$ cat src/sv/gdad_pkg.sv
// ----------------------------------------------------------------------------
// gdad_pkg
// Shared constants and helper functions for the Gregorian date add-days unit:
// calendar cycle lengths, reciprocal multipliers and month-start offsets.
// ----------------------------------------------------------------------------
package gdad_pkg;

  // default parameter values
  localparam int unsigned YEAR_MAX_DEF    = 9999;
  localparam int unsigned OFFSET_BITS_DEF = 20;

  // field widths
  localparam int unsigned DAY_W   = 5;
  localparam int unsigned MONTH_W = 4;
  localparam int unsigned YEAR_W  = 14;
  localparam int unsigned DOY_W   = 9;

  // zero-based serial day fits here for any supported year limit
  localparam int unsigned N_W     = 25;
  localparam int unsigned Q400_W  = 8;

  // number of register stages from input to result
  localparam int unsigned NSTG    = 8;

  // calendar cycle lengths in days
  localparam int unsigned DAYS_400Y = 146097;
  localparam int unsigned DAYS_100Y = 36524;
  localparam int unsigned DAYS_4Y   = 1461;
  localparam int unsigned DAYS_1Y   = 365;

  // divide by 100 for values below 2^14: (x * DIV100_MUL) >> DIV100_SH
  localparam int unsigned DIV100_SH  = 19;
  localparam int unsigned DIV100_MUL = ((1 << DIV100_SH) + 99) / 100;
  localparam int unsigned DIV100_MW  = 13;

  // divide by the 400-year cycle for values below 2^25
  localparam int unsigned       DIV400Y_SH  = 43;
  localparam longint unsigned   DIV400Y_MUL =
    ((64'd1 << DIV400Y_SH) + 64'(DAYS_400Y) - 64'd1) / 64'(DAYS_400Y);
  localparam int unsigned       DIV400Y_MW  = 26;

  // divide by the 4-year cycle for values up to one century
  localparam int unsigned DIV4Y_SH  = 26;
  localparam int unsigned DIV4Y_MUL = ((1 << DIV4Y_SH) + DAYS_4Y - 1) / DAYS_4Y;

  // days in all full years before year y (y >= 1), elaboration use only
  function automatic int unsigned days_before_year(input int unsigned y);
    int unsigned p;
    p = y - 1;
    return 365 * p + p / 4 - p / 100 + p / 400;
  endfunction

  // days of the year that lie before the first of month mon
  function automatic logic [DOY_W-1:0] month_start(input logic [MONTH_W-1:0] mon,
                                                   input logic leap);
    logic [DOY_W-1:0] base;
    case (mon)
      4'd1:    base = 9'd0;
      4'd2:    base = 9'd31;
      4'd3:    base = 9'd59;
      4'd4:    base = 9'd90;
      4'd5:    base = 9'd120;
      4'd6:    base = 9'd151;
      4'd7:    base = 9'd181;
      4'd8:    base = 9'd212;
      4'd9:    base = 9'd243;
      4'd10:   base = 9'd273;
      4'd11:   base = 9'd304;
      4'd12:   base = 9'd334;
      default: base = 9'd0;
    endcase
    if (leap && (mon > 4'd2)) begin
      base = base + 9'd1;
    end
    return base;
  endfunction

endpackage

$ cat src/sv/gregorian_date_add_days_unit.sv
// ----------------------------------------------------------------------------
// gregorian_date_add_days_unit
// Adds a day offset to a Gregorian date through a serial day count and
// converts back, saturating at 31 December of YEAR_MAX.
// ----------------------------------------------------------------------------
// Usage:
//   Input beat: start day, month, year and a day offset on in_valid/in_stall.
//   Result beat: day, month, year and an overflow flag on out_valid/out_stall.
//   A beat moves at a clock edge where valid is high and stall is low.
//   One beat is taken every cycle unless the receiver stalls the pipeline.
//   The eight stages are one in-order pipeline: input register,
//   leap/century terms, serial count and limit check, 400-year quotient,
//   century split, 4-year quotient, year and day of year, month lookup.
//   When the receiver stalls, the whole pipeline holds and in_stall follows,
//   so the waiting result stays put and nothing is dropped.
//   Synchronous active-low reset clears all stage valid bits; the first beat
//   is accepted on the cycle after reset is released.
//   Out-of-range months clamp to January/December, year 0 is taken as year 1,
//   and a result past the last supported day reports 31 December of YEAR_MAX
//   with out_overflow set.
// ----------------------------------------------------------------------------
module gregorian_date_add_days_unit #(
  parameter int unsigned YEAR_MAX    = gdad_pkg::YEAR_MAX_DEF,
  parameter int unsigned OFFSET_BITS = gdad_pkg::OFFSET_BITS_DEF
) (
  input  logic                            clk,
  input  logic                            rst_n,
  input  logic                            in_valid,
  output logic                            in_stall,
  input  logic [gdad_pkg::DAY_W-1:0]      in_start_day,
  input  logic [gdad_pkg::MONTH_W-1:0]    in_start_month,
  input  logic [gdad_pkg::YEAR_W-1:0]     in_start_year,
  input  logic [OFFSET_BITS-1:0]          in_offset_days,
  output logic                            out_valid,
  input  logic                            out_stall,
  output logic [gdad_pkg::DAY_W-1:0]      out_result_day,
  output logic [gdad_pkg::MONTH_W-1:0]    out_result_month,
  output logic [gdad_pkg::YEAR_W-1:0]     out_result_year,
  output logic                            out_overflow
);

  import gdad_pkg::*;

  // serial count width and the last supported serial day
  localparam int unsigned SER_W = ((OFFSET_BITS > 23) ? OFFSET_BITS : 23) + 2;
  localparam int unsigned LIMIT = days_before_year(YEAR_MAX + 1);
  localparam int unsigned PM_W  = YEAR_W + DIV100_MW;
  localparam int unsigned P4_W  = N_W + DIV400Y_MW;

  // pipeline advance, shared by every stage
  logic            adv;
  logic [NSTG-1:0] vld_r, vld_nxt;

  assign adv      = !vld_r[NSTG-1] || !out_stall;
  assign in_stall = !adv;
  assign out_valid = vld_r[NSTG-1];

  // stage valid shift
  always_comb begin
    vld_nxt = vld_r;
    if (adv) begin
      vld_nxt = {vld_r[NSTG-2:0], in_valid};
    end
  end

  always_ff @(posedge clk) begin
    if (!rst_n) begin
      vld_r <= '0;
    end else begin
      vld_r <= vld_nxt;
    end
  end

  // stage 1: input register with month and year clamped
  logic [DAY_W-1:0]       s1_day_r;
  logic [MONTH_W-1:0]     s1_mon_r, s1_mon_nxt;
  logic [YEAR_W-1:0]      s1_year_r, s1_year_nxt;
  logic [OFFSET_BITS-1:0] s1_off_r;

  always_comb begin
    s1_mon_nxt = in_start_month;
    if (in_start_month < 4'd1) begin
      s1_mon_nxt = 4'd1;
    end else if (in_start_month > 4'd12) begin
      s1_mon_nxt = 4'd12;
    end
    s1_year_nxt = (in_start_year == '0) ? YEAR_W'(1) : in_start_year;
  end

  always_ff @(posedge clk) begin
    if (adv) begin
      s1_day_r  <= in_start_day;
      s1_mon_r  <= s1_mon_nxt;
      s1_year_r <= s1_year_nxt;
      s1_off_r  <= in_offset_days;
    end
  end

  // stage 2: leap flag, century terms of the full years and month start
  logic [YEAR_W-1:0]      s2_p;
  logic [PM_W-1:0]        s2_pm100, s2_pm400, s2_ym100;
  logic [7:0]             s2_yd100;
  logic [YEAR_W:0]        s2_y100;
  logic                   s2_cent, s2_leap;
  logic [YEAR_W-1:0]      s2_p_r;
  logic [7:0]             s2_pd100_r;
  logic [5:0]             s2_pd400_r;
  logic [DOY_W-1:0]       s2_cum_r;
  logic [DAY_W-1:0]       s2_day_r;
  logic [OFFSET_BITS-1:0] s2_off_r;

  always_comb begin
    s2_p     = s1_year_r - YEAR_W'(1);
    s2_pm100 = PM_W'(s2_p) * PM_W'(DIV100_MUL);
    s2_pm400 = PM_W'(s2_p[YEAR_W-1:2]) * PM_W'(DIV100_MUL);
    s2_ym100 = PM_W'(s1_year_r) * PM_W'(DIV100_MUL);
    s2_yd100 = s2_ym100[DIV100_SH +: 8];
    s2_y100  = (YEAR_W+1)'(s2_yd100) * (YEAR_W+1)'(100);
    s2_cent  = ((YEAR_W+1)'(s1_year_r) == s2_y100);
    s2_leap  = ((s1_year_r[1:0] == 2'b00) && !s2_cent) ||
               (s2_cent && (s2_yd100[1:0] == 2'b00));
  end

  always_ff @(posedge clk) begin
    if (adv) begin
      s2_p_r     <= s2_p;
      s2_pd100_r <= s2_pm100[DIV100_SH +: 8];
      s2_pd400_r <= s2_pm400[DIV100_SH +: 6];
      s2_cum_r   <= month_start(s1_mon_r, s2_leap);
      s2_day_r   <= s1_day_r;
      s2_off_r   <= s1_off_r;
    end
  end

  // stage 3: serial day count, limit check, zero-based count
  logic [SER_W-1:0] s3_s, s3_sc, s3_n;
  logic [N_W-1:0]   s3_n_r;
  logic             s3_ovf_r;

  always_comb begin
    s3_s = SER_W'(s2_p_r) * SER_W'(DAYS_1Y)
         + SER_W'(s2_p_r[YEAR_W-1:2])
         - SER_W'(s2_pd100_r)
         + SER_W'(s2_pd400_r)
         + SER_W'(s2_cum_r)
         + SER_W'(s2_day_r)
         + SER_W'(s2_off_r);
    s3_sc = (s3_s == '0) ? SER_W'(1) : s3_s;
    s3_n  = s3_sc - SER_W'(1);
  end

  always_ff @(posedge clk) begin
    if (adv) begin
      s3_n_r   <= s3_n[N_W-1:0];
      s3_ovf_r <= (s3_sc > SER_W'(LIMIT));
    end
  end

  // stage 4: number of whole 400-year cycles
  logic [P4_W-1:0]   s4_prod;
  logic [N_W-1:0]    s4_n_r;
  logic [Q400_W-1:0] s4_q400_r;
  logic              s4_ovf_r;

  assign s4_prod = P4_W'(s3_n_r) * P4_W'(DIV400Y_MUL);

  always_ff @(posedge clk) begin
    if (adv) begin
      s4_n_r    <= s3_n_r;
      s4_q400_r <= s4_prod[DIV400Y_SH +: Q400_W];
      s4_ovf_r  <= s3_ovf_r;
    end
  end

  // stage 5: split the cycle remainder into centuries, last one may be long
  logic [N_W-1:0]    s5_r;
  logic [17:0]       s5_r18;
  logic [1:0]        s5_q100;
  logic [17:0]       s5_sub;
  logic [17:0]       s5_r2;
  logic [Q400_W-1:0] s5_q400_r;
  logic [1:0]        s5_q100_r;
  logic [15:0]       s5_r2_r;
  logic              s5_ovf_r;

  always_comb begin
    s5_r   = s4_n_r - N_W'(s4_q400_r) * N_W'(DAYS_400Y);
    s5_r18 = s5_r[17:0];
    if (s5_r18 >= 18'(3 * DAYS_100Y)) begin
      s5_q100 = 2'd3;
    end else if (s5_r18 >= 18'(2 * DAYS_100Y)) begin
      s5_q100 = 2'd2;
    end else if (s5_r18 >= 18'(DAYS_100Y)) begin
      s5_q100 = 2'd1;
    end else begin
      s5_q100 = 2'd0;
    end
    s5_sub = 18'(s5_q100) * 18'(DAYS_100Y);
    s5_r2  = s5_r18 - s5_sub;
  end

  always_ff @(posedge clk) begin
    if (adv) begin
      s5_q400_r <= s4_q400_r;
      s5_q100_r <= s5_q100;
      s5_r2_r   <= s5_r2[15:0];
      s5_ovf_r  <= s4_ovf_r;
    end
  end

  // stage 6: number of whole 4-year cycles in the century
  logic [31:0]       s6_prod;
  logic [Q400_W-1:0] s6_q400_r;
  logic [1:0]        s6_q100_r;
  logic [4:0]        s6_q4_r;
  logic [15:0]       s6_r2_r;
  logic              s6_ovf_r;

  assign s6_prod = 32'(s5_r2_r) * 32'(DIV4Y_MUL);

  always_ff @(posedge clk) begin
    if (adv) begin
      s6_q400_r <= s5_q400_r;
      s6_q100_r <= s5_q100_r;
      s6_q4_r   <= s6_prod[DIV4Y_SH +: 5];
      s6_r2_r   <= s5_r2_r;
      s6_ovf_r  <= s5_ovf_r;
    end
  end

  // stage 7: year within the 4-year cycle, year number, day of year
  logic [15:0]        s7_r3w;
  logic [10:0]        s7_r3;
  logic [1:0]         s7_q1;
  logic [10:0]        s7_r4;
  logic [16:0]        s7_year;
  logic               s7_leap;
  logic [DOY_W-1:0]   s7_doy_r;
  logic               s7_leap_r;
  logic [YEAR_W-1:0]  s7_year_r;
  logic               s7_ovf_r;

  always_comb begin
    s7_r3w = s6_r2_r - 16'(s6_q4_r) * 16'(DAYS_4Y);
    s7_r3  = s7_r3w[10:0];
    if (s7_r3 >= 11'(3 * DAYS_1Y)) begin
      s7_q1 = 2'd3;
    end else if (s7_r3 >= 11'(2 * DAYS_1Y)) begin
      s7_q1 = 2'd2;
    end else if (s7_r3 >= 11'(DAYS_1Y)) begin
      s7_q1 = 2'd1;
    end else begin
      s7_q1 = 2'd0;
    end
    s7_r4   = s7_r3 - 11'(s7_q1) * 11'(DAYS_1Y);
    s7_year = 17'(s6_q400_r) * 17'd400 + 17'(s6_q100_r) * 17'd100
            + 17'(s6_q4_r) * 17'd4 + 17'(s7_q1) + 17'd1;
    // fourth year of a 4-year cycle leaps, unless it closes a plain century
    s7_leap = (s7_q1 == 2'd3) && ((s6_q4_r != 5'd24) || (s6_q100_r == 2'd3));
  end

  always_ff @(posedge clk) begin
    if (adv) begin
      s7_doy_r  <= s7_r4[DOY_W-1:0] + DOY_W'(1);
      s7_leap_r <= s7_leap;
      s7_year_r <= s7_year[YEAR_W-1:0];
      s7_ovf_r  <= s6_ovf_r;
    end
  end

  // stage 8: month from day of year, saturation, result register
  logic [MONTH_W-1:0] s8_mon;
  logic [DOY_W-1:0]   s8_dom;
  logic [DAY_W-1:0]   res_day_r;
  logic [MONTH_W-1:0] res_mon_r;
  logic [YEAR_W-1:0]  res_year_r;
  logic               res_ovf_r;

  always_comb begin
    s8_mon = MONTH_W'(1);
    for (int m = 2; m <= 12; m++) begin
      if (s7_doy_r > month_start(MONTH_W'(m), s7_leap_r)) begin
        s8_mon = MONTH_W'(m);
      end
    end
    s8_dom = s7_doy_r - month_start(s8_mon, s7_leap_r);
  end

  always_ff @(posedge clk) begin
    if (adv) begin
      res_ovf_r <= s7_ovf_r;
      if (s7_ovf_r) begin
        res_day_r  <= DAY_W'(31);
        res_mon_r  <= MONTH_W'(12);
        res_year_r <= YEAR_W'(YEAR_MAX);
      end else begin
        res_day_r  <= s8_dom[DAY_W-1:0];
        res_mon_r  <= s8_mon;
        res_year_r <= s7_year_r;
      end
    end
  end

  assign out_result_day   = res_day_r;
  assign out_result_month = res_mon_r;
  assign out_result_year  = res_year_r;
  assign out_overflow     = res_ovf_r;

`ifndef SYNTHESIS
  // saturated results always carry the last day of the year
  a_ovf_sat: assert property (@(posedge clk) disable iff (!rst_n)
    out_valid && out_overflow |-> (out_result_day == DAY_W'(31)) &&
                                  (out_result_month == MONTH_W'(12)))
    else $error("overflow result not saturated");

  // month in range and day inside a month
  a_date_ok: assert property (@(posedge clk) disable iff (!rst_n)
    out_valid |-> (out_result_month >= MONTH_W'(1)) &&
                  (out_result_month <= MONTH_W'(12)) &&
                  (out_result_day >= DAY_W'(1)) && (out_result_day <= DAY_W'(31)))
    else $error("result date out of range");

  // february never passes its leap-day
  a_feb_len: assert property (@(posedge clk) disable iff (!rst_n)
    out_valid && (out_result_month == MONTH_W'(2)) |-> (out_result_day <= DAY_W'(29)))
    else $error("february day beyond 29");

  // a held result keeps the whole pipeline frozen
  a_hold: assert property (@(posedge clk) disable iff (!rst_n)
    out_valid && out_stall |=> $stable(vld_r))
    else $error("pipeline moved while result stalled");
`endif

endmodule

$ cat config.mk
export PLATFORM = sky130hd
export DESIGN_NAME = gregorian_date_add_days_unit
export DESIGN_NICKNAME = d
export VERILOG_FILES = /design/src/sv/gdad_pkg.sv /design/src/sv/gregorian_date_add_days_unit.sv
export SDC_FILE = /design/constraint.sdc
export NUM_CORES = 2
export LEC_CHECK = 0
export ABC_CLOCK_PERIOD_IN_PS = 27200
export BUFFER_PORTS_ARGS = -buffer_cell sky130_fd_sc_hd__buf_2
export CORE_UTILIZATION = 37
export DETAILED_ROUTE_END_ITERATION = 12
export SLEW_MARGIN = 20
export SYNTH_ARGS = -nofsm -noshare
export SYNTH_HDL_FRONTEND = slang
export SYNTH_SLANG_ARGS = --single-unit
$ cat constraint.sdc
create_clock -name clk -period 27.2 [get_ports clk]
set_input_delay 4.08 -clock clk [delete_from_list [all_inputs] [get_ports clk]]
set_output_delay 4.08 -clock clk [all_outputs]
set_load 0.05 [all_outputs]
* After elaboration in Yosys (flattened, before gate mapping)
Memories as Yosys holds them, arrays and structs flattened.
Cells that the tools add are included.
** Storage, ports and cells
- Output and inout port bits :: 26
- Register bits after elaboration :: 269
- Bits of input ports :: 47
- Bits in read-only memories :: 288
- Word-level logic and storage cells :: 144
- Memories :: 2
** Cells by class
- Add/sub/neg operators :: 20
- Eq/ne operators :: 4
- $lt $le $gt $ge :: 22
- Multiplexer cells :: 32
- Multiply operators :: 13
- Reductions and logical operators :: 17
** Memory list
- (name not given) :: words 16, bits a word 9, rd ports 1, clocked after memory_dff 0, write ports 0, RTL line gdad_pkg.sv:57 : case (mon)
- (name not given) :: words 16, bits a word 9, rd ports 1, clocked after memory_dff 0, write ports 0, RTL line gdad_pkg.sv:57
** Operator list (count)
- 14-bit by 13-bit multiplier with 27-bit output, second input constant :: 2
- 25-bit by 24-bit multiplier with 49-bit output, second input constant :: 1
- 18-bit by 17-bit >= comparator with 1-bit output, second input constant :: 2
- 9-bit by 8-bit greater-than comparator with 1-bit output :: 4
- 16-bit by 15-bit multiplier with 30-bit output, second input constant :: 1
- 4-bit two-way mux :: 7
- 9-bit greater-than comparator :: 3
- 25-bit by 20-bit adder with 25-bit output :: 1
- 25-bit by 5-bit adder with 25-bit output :: 1
- 25-bit by 6-bit adder with 25-bit output :: 1
- 25-bit by 9-bit adder with 25-bit output :: 1
- 25-bit by 22-bit greater-than comparator with 1-bit output, second input constant :: 1
- 25-bit zero test :: 1
- 12-bit by 13-bit multiplier with 25-bit output, second input constant :: 1
- 25-bit two-way mux :: 1
- 24-bit by 8-bit subtractor with 25-bit output :: 1
- 25-bit by 1-bit subtractor with 25-bit output, second input constant :: 1
- 23-bit by 12-bit adder with 24-bit output :: 1
- 14-bit by 9-bit multiplier with 23-bit output, second input constant :: 1
- 9-bit by 1-bit adder with 9-bit output, second input constant :: 2
- 18-bit by 16-bit >= comparator with 1-bit output, second input constant :: 1
- 9-bit by 7-bit greater-than comparator with 1-bit output :: 2
- 8-bit by 18-bit multiplier with 18-bit output, second input constant :: 1
- 3-bit two-way mux :: 6
- 38 further kinds :: 64

* Longest topological paths before layout
- Depth in word-level cells :: 16
- Mapped depth :: 34
- Gate-level depth less buffers :: 34

* Worst setup path after synthesis
OpenSTA, ideal clock, no wires.
- Kind :: input-to-output
- From :: input port out_stall
- To :: output port in_stall
- Path slack :: 10.119 ns
- Stages :: 2
- Arrival :: 13.001 ns
- Buffers on the path :: 0
- Data required time :: 23.120 ns
- Cell sequence :: nand2_1 clkinv_1
** On the way
- Word-level cells in the longest chain between the ends :: 3
** Ends and longest elaborated chain
- from (decl) :: RTL line gregorian_date_add_days_unit.sv:35 : input logic out_stall,
- 1-bit zero test :: RTL line gregorian_date_add_days_unit.sv:54 : assign adv = !vld_r[NSTG-1] || !out_stall;
- 1-bit logical OR :: RTL line gregorian_date_add_days_unit.sv:54
- 1-bit zero test :: RTL line gregorian_date_add_days_unit.sv:55 : assign in_stall = !adv;
- to (decl) :: RTL line gregorian_date_add_days_unit.sv:29 : output logic in_stall,
No other way between the ends.

* Worst setup path after layout
- From :: register s1_year_r[7]
- To :: register s2_cum_r[8], data pin
** On the way
- Word-level cells in the longest chain between the ends :: 8
- Elaborated cells on any way between the ends :: 10
- Those cells by class :: 2 x mul; 1 x eq/ne; 1 x mux; 6 x reduce/logical
** Ends and longest elaborated chain
- from (decl) :: RTL line gregorian_date_add_days_unit.sv:77 : logic [YEAR_W-1:0] s1_year_r, s1_year_nxt;
- from (signal assigned) :: RTL line gregorian_date_add_days_unit.sv:94 : s1_year_r <= s1_year_nxt;
- 14-bit by 13-bit multiplier with 27-bit output :: RTL line gregorian_date_add_days_unit.sv:116 : s2_ym100 = PM_W'(s1_year_r) * PM_W'(DIV100_MUL);
- 8-bit by 5-bit multiplier with 13-bit output :: RTL line gregorian_date_add_days_unit.sv:118 : s2_y100 = (YEAR_W+1)'(s2_yd100) * (YEAR_W+1)'(100);
- 14-bit by 15-bit equality test with 1-bit output :: RTL line gregorian_date_add_days_unit.sv:119 : s2_cent = ((YEAR_W+1)'(s1_year_r) == s2_y100);
- 1-bit zero test :: RTL line gregorian_date_add_days_unit.sv:120 : s2_leap = ((s1_year_r[1:0] == 2'b00) && !s2_cent) ||
- 1-bit logical AND :: RTL line gregorian_date_add_days_unit.sv:120
- 1-bit logical OR * :: RTL line gregorian_date_add_days_unit.sv:120
- 1-bit logical AND * :: RTL line gdad_pkg.sv:72 : if (leap && (mon > 4'd2)) begin
- 9-bit two-way mux * :: RTL line gdad_pkg.sv:72
- to (signal assigned) :: RTL line gregorian_date_add_days_unit.sv:129 : s2_cum_r <= month_start(s1_mon_r, s2_leap);
- to (decl) :: RTL line gregorian_date_add_days_unit.sv:108 : logic [DOY_W-1:0] s2_cum_r;
Mark *: on every way between the ends. The rest lies on a longest branch, timed or not.
A chain may end at the register's enable or synchronous reset.

==> run summary <==
The largest total area in the synthesized netlist belongs to sky130_fd_sc_hd__fa_1. Routability-driven placement finished with a final weighted congestion of 0.8690. The root buffer cell chosen for the clock tree is sky130_fd_sc_hd__clkbuf_16.

Ranked by total cell area, the synthesized netlist is headed by sky130_fd_sc_hd__fa_1 (30%), sky130_fd_sc_hd__ha_1 (26%), sky130_fd_sc_hd__edfxtp_1 (17%). The longest clock path from root to sink contains 3 buffers. The final-stage net count was 5,949; the count of clock tree sinks was 269. The number of buffers added for setup after CTS is 0. Setup repair after global routing left no endpoint under its margin. The startpoint identified for the worst register-to-register timing path is s1_year_r[7]. Among the stages of the critical path, the cell type that occurs most often is sky130_fd_sc_hd__inv_1. The count of input and output buffers was 72. The wire length of the first global-routing pass came out at 156,300 µm. A synthesized cell averages 10.81 µm². The total setup violations reported at the end of the flow was 0. The clock arrives with 0.02309 ns of skew. The max capacitance violation total is 0. When the netlist entered floorplanning its net count stood at 5,866. Row generation in the floorplan step produced 128 rows.

The via-per-instance ratio works out to 4.749. In this run the worst path has a maximum fanout of 8. The detailed router finished its first iteration with 1,118 violations. The number of cells in the finished layout apart from fillers is 5,941. The worst hold path terminates at s6_ovf_r.

The run finished with clean final reports. Hold repair after CTS inserted 0 buffers. Counting every instance in the synthesized netlist gives 4,207. The worst setup path is of the reg2reg kind. The number of enable-type register cells in the synthesized netlist works out to 261. For the I/O pin total, the log shows 73.

The number of placed instances with taps included came out at 5,877. For the summed instance area of the synthesized netlist, the log shows 45,470 µm². The depth of the worst hold-timing path came out at 0.

The routed length per placed instance came out at 15.77 µm. Largest stage delay on the critical path: 0.78 ns. The worst hold path begins at s5_ovf_r.

The clock reaches the later pin of the worst-skew pair after 0.60 ns. The top cell type's share of synthesized area is 29.59%. The placeable core region is 121,900 µm². Yosys printed 0 warnings. The logs give 0 for the number of routed nets with antenna violations and 17.60 ns for the setup slack of the worst register-to-register path. The initial antenna violation count came out at 2.

Measured against its own limit, the worst slew margin works out to 37.09%. Initial standard-cell utilization of the core: 37.31%. The category of the worst setup path capture point is a register. The routed layout has 28,210 vias.

Of the synthesized area, sequential elements account for 17.59%. Clock-pin slew was measured on the worst setup and hold paths at 0.06 ns. For the pin with the worst max-slew slack, the measured transition is 0.9390 ns.

STA puts the critical path data required time at 27.54 ns. Library cell contributing the largest single delay on the critical path: sky130_fd_sc_hd__a2111oi_0. Detailed placement ended at an HPWL of 81,610 µm.

The run gives 74 as the pin count of the biggest net entering global routing. The final-report hold violation count is 0. After synthesis, the most frequently instantiated cells are sky130_fd_sc_hd__inv_1 (1,078), sky130_fd_sc_hd__ha_1 (940), sky130_fd_sc_hd__fa_1 (672). Total die area: 124,300 µm². The layout overhead on the synthesized area was 7.938%. The routed design has 93,710 µm of wire. Width of the die: 352.6 µm. The category of the worst setup path launch point is a register.

The number of iterations in the first detailed-routing pass came out at 7. For this run, design rule violations remaining after detail routing come to 0. The via count of the first global-routing pass was 30,270. Global routing used 15.60% of the available tracks. The worst register-to-register path has a depth of 34.

The post-route minimum period works out to 9.600 ns. For this run, asynchronously set or reset flops after synthesis account for 0%. Final-layout setup total negative slack: 0 ns.

The total congestion overflow after global routing came out at 0. The worst register-to-register path ends at s2_cum_r[8]. In this run, post-CTS repair resized a total of 0 instances. The number of storage elements in the synthesis netlist is 269, and the diode insertion count for antenna repair is 0. The leading cell type by number of instances after synthesis was sky130_fd_sc_hd__inv_1. The count of pins over their slew limit was 0; the fraction of final layout cells with drive strength greater than 1 was 4.981%. Synthesis instantiated 106 different standard cells from the library. Dominant register cell in the synthesized netlist: sky130_fd_sc_hd__edfxtp_1.

The die height was 352.6 µm; the maximum level of the CTS H-tree was 2. The worst hold path belongs to the class reg2reg. For the worst setup path, the data arrival time is 9.94 ns. The number of clock buffers added by TritonCTS is 36. TritonCTS built the clock tree.

Static timing analysis puts the maximum clock frequency at 104.2 MHz. In the finished design, the share of the clock period the worst path needs comes to 35.29%.
## final cells by class
type                       instances  area (µm²)
fill                           11770       72800
multi-input combinational       2818       33280
sequential                       269        7998
inverter                        1080        4054
tap                             1625        2033
clock buffer                      43       968.4
timing repair buffer              85       457.9
clock inverter                    21       287.8
## layer usage
metal | routed length, µm | part of all wire (%) | up-vias | GRT usage [%]
li1 | - | - | 13940 | -
met1 | 41770 | 45 | 13850 | 19.96
met2 | 47150 | 50 | 316 | 27.76
met3 | 2626 | 2.8 | 108 | 1.873
met4 | 2155 | 2.3 | 2 | 3.974
met5 | 7 | 0.0075 | - | 0
## state kept, by name, indices dropped and copies added (netlist names), 9 cells and up
register / cells
s1_year_r: 14
s3_n_r: 25
s7_doy_r: 9
s5_r2_r: 16
s2_off_r: 20
s6_r2_r: 11
s1_off_r: 20
s2_cum_r: 9
out_result_year: 14
s7_year_r: 14
s2_p_r: 14
s4_n_r: 18
## cells by family (layout without fill, tap and decap cells)
| logic type | Yosys count | in the layout | synth area share, % |
|---|---|---|---|
| compound gates | 512 | 512 | 7.952 |
| xor+xnor | 181 | 181 | 3.544 |
| fa+ha+maj | 1612 | 1612 | 55.45 |
| buf+inv | 1120 | 1229 | 9.284 |
| flops | 269 | 269 | 17.59 |
| mux | 13 | 13 | 0.2972 |
| simple gates | 500 | 500 | 5.883 |
## metrics by stage
step	util, %	worst slack (ns)	hold WS, ns	area [µm²]
floorplan	-	10.12	0.4003	45470
global placement	39.24	17.62	0.4015	47820
detailed placement	39.24	17.59	0.4045	47820
CTS	40.27	17.56	0.4080	49080
global route	40.27	17.02	0.4208	49080
finish	40.27	17.60	0.4116	49080
## critical path: cells and delay by family (launching register included)
kind	cells	cell delay, ns
DFF	1	0.71
AOI/OAI and AO/OA	12	3.10
buffers and inverters	6	0.48
xor gates and xnor gates	1	0.29
and+or+nand+nor	5	0.70
adders and majority gates	10	4.05
## worst max path at each step
stage	end	cells after the start	from	slack, ns
6_report	s2_cum_r[8]	34	s1_year_r[7]	17.60
3_3_place_gp	s2_cum_r[8]	34	s1_year_r[7]	17.62
3_5_place_dp	s2_cum_r[8]	33	s1_year_r[11]	17.59
4_1_cts	s2_cum_r[8]	34	s1_year_r[7]	17.56
2_1_floorplan	in_stall	2	out_stall	10.12
5_1_grt	s2_cum_r[8]	33	s1_year_r[7]	17.02
## cells in the final DEF, fill, tap and decap left out, types with 69 or more instances in the layout
cell type and instances:
sky130_fd_sc_hd__fa_1 672, sky130_fd_sc_hd__o21ai_0 69, sky130_fd_sc_hd__a21o_1 72, sky130_fd_sc_hd__buf_2 72
sky130_fd_sc_hd__nand2_1 113, sky130_fd_sc_hd__ha_1 940, sky130_fd_sc_hd__xnor2_1 119, sky130_fd_sc_hd__edfxtp_1 261
sky130_fd_sc_hd__nor2_1 88, sky130_fd_sc_hd__inv_1 1078, sky130_fd_sc_hd__a21oi_1 125
Power is left out: the tool's default activity adds up to more than one toggle a clock period on the data nets, which glitch-free logic cannot reach.
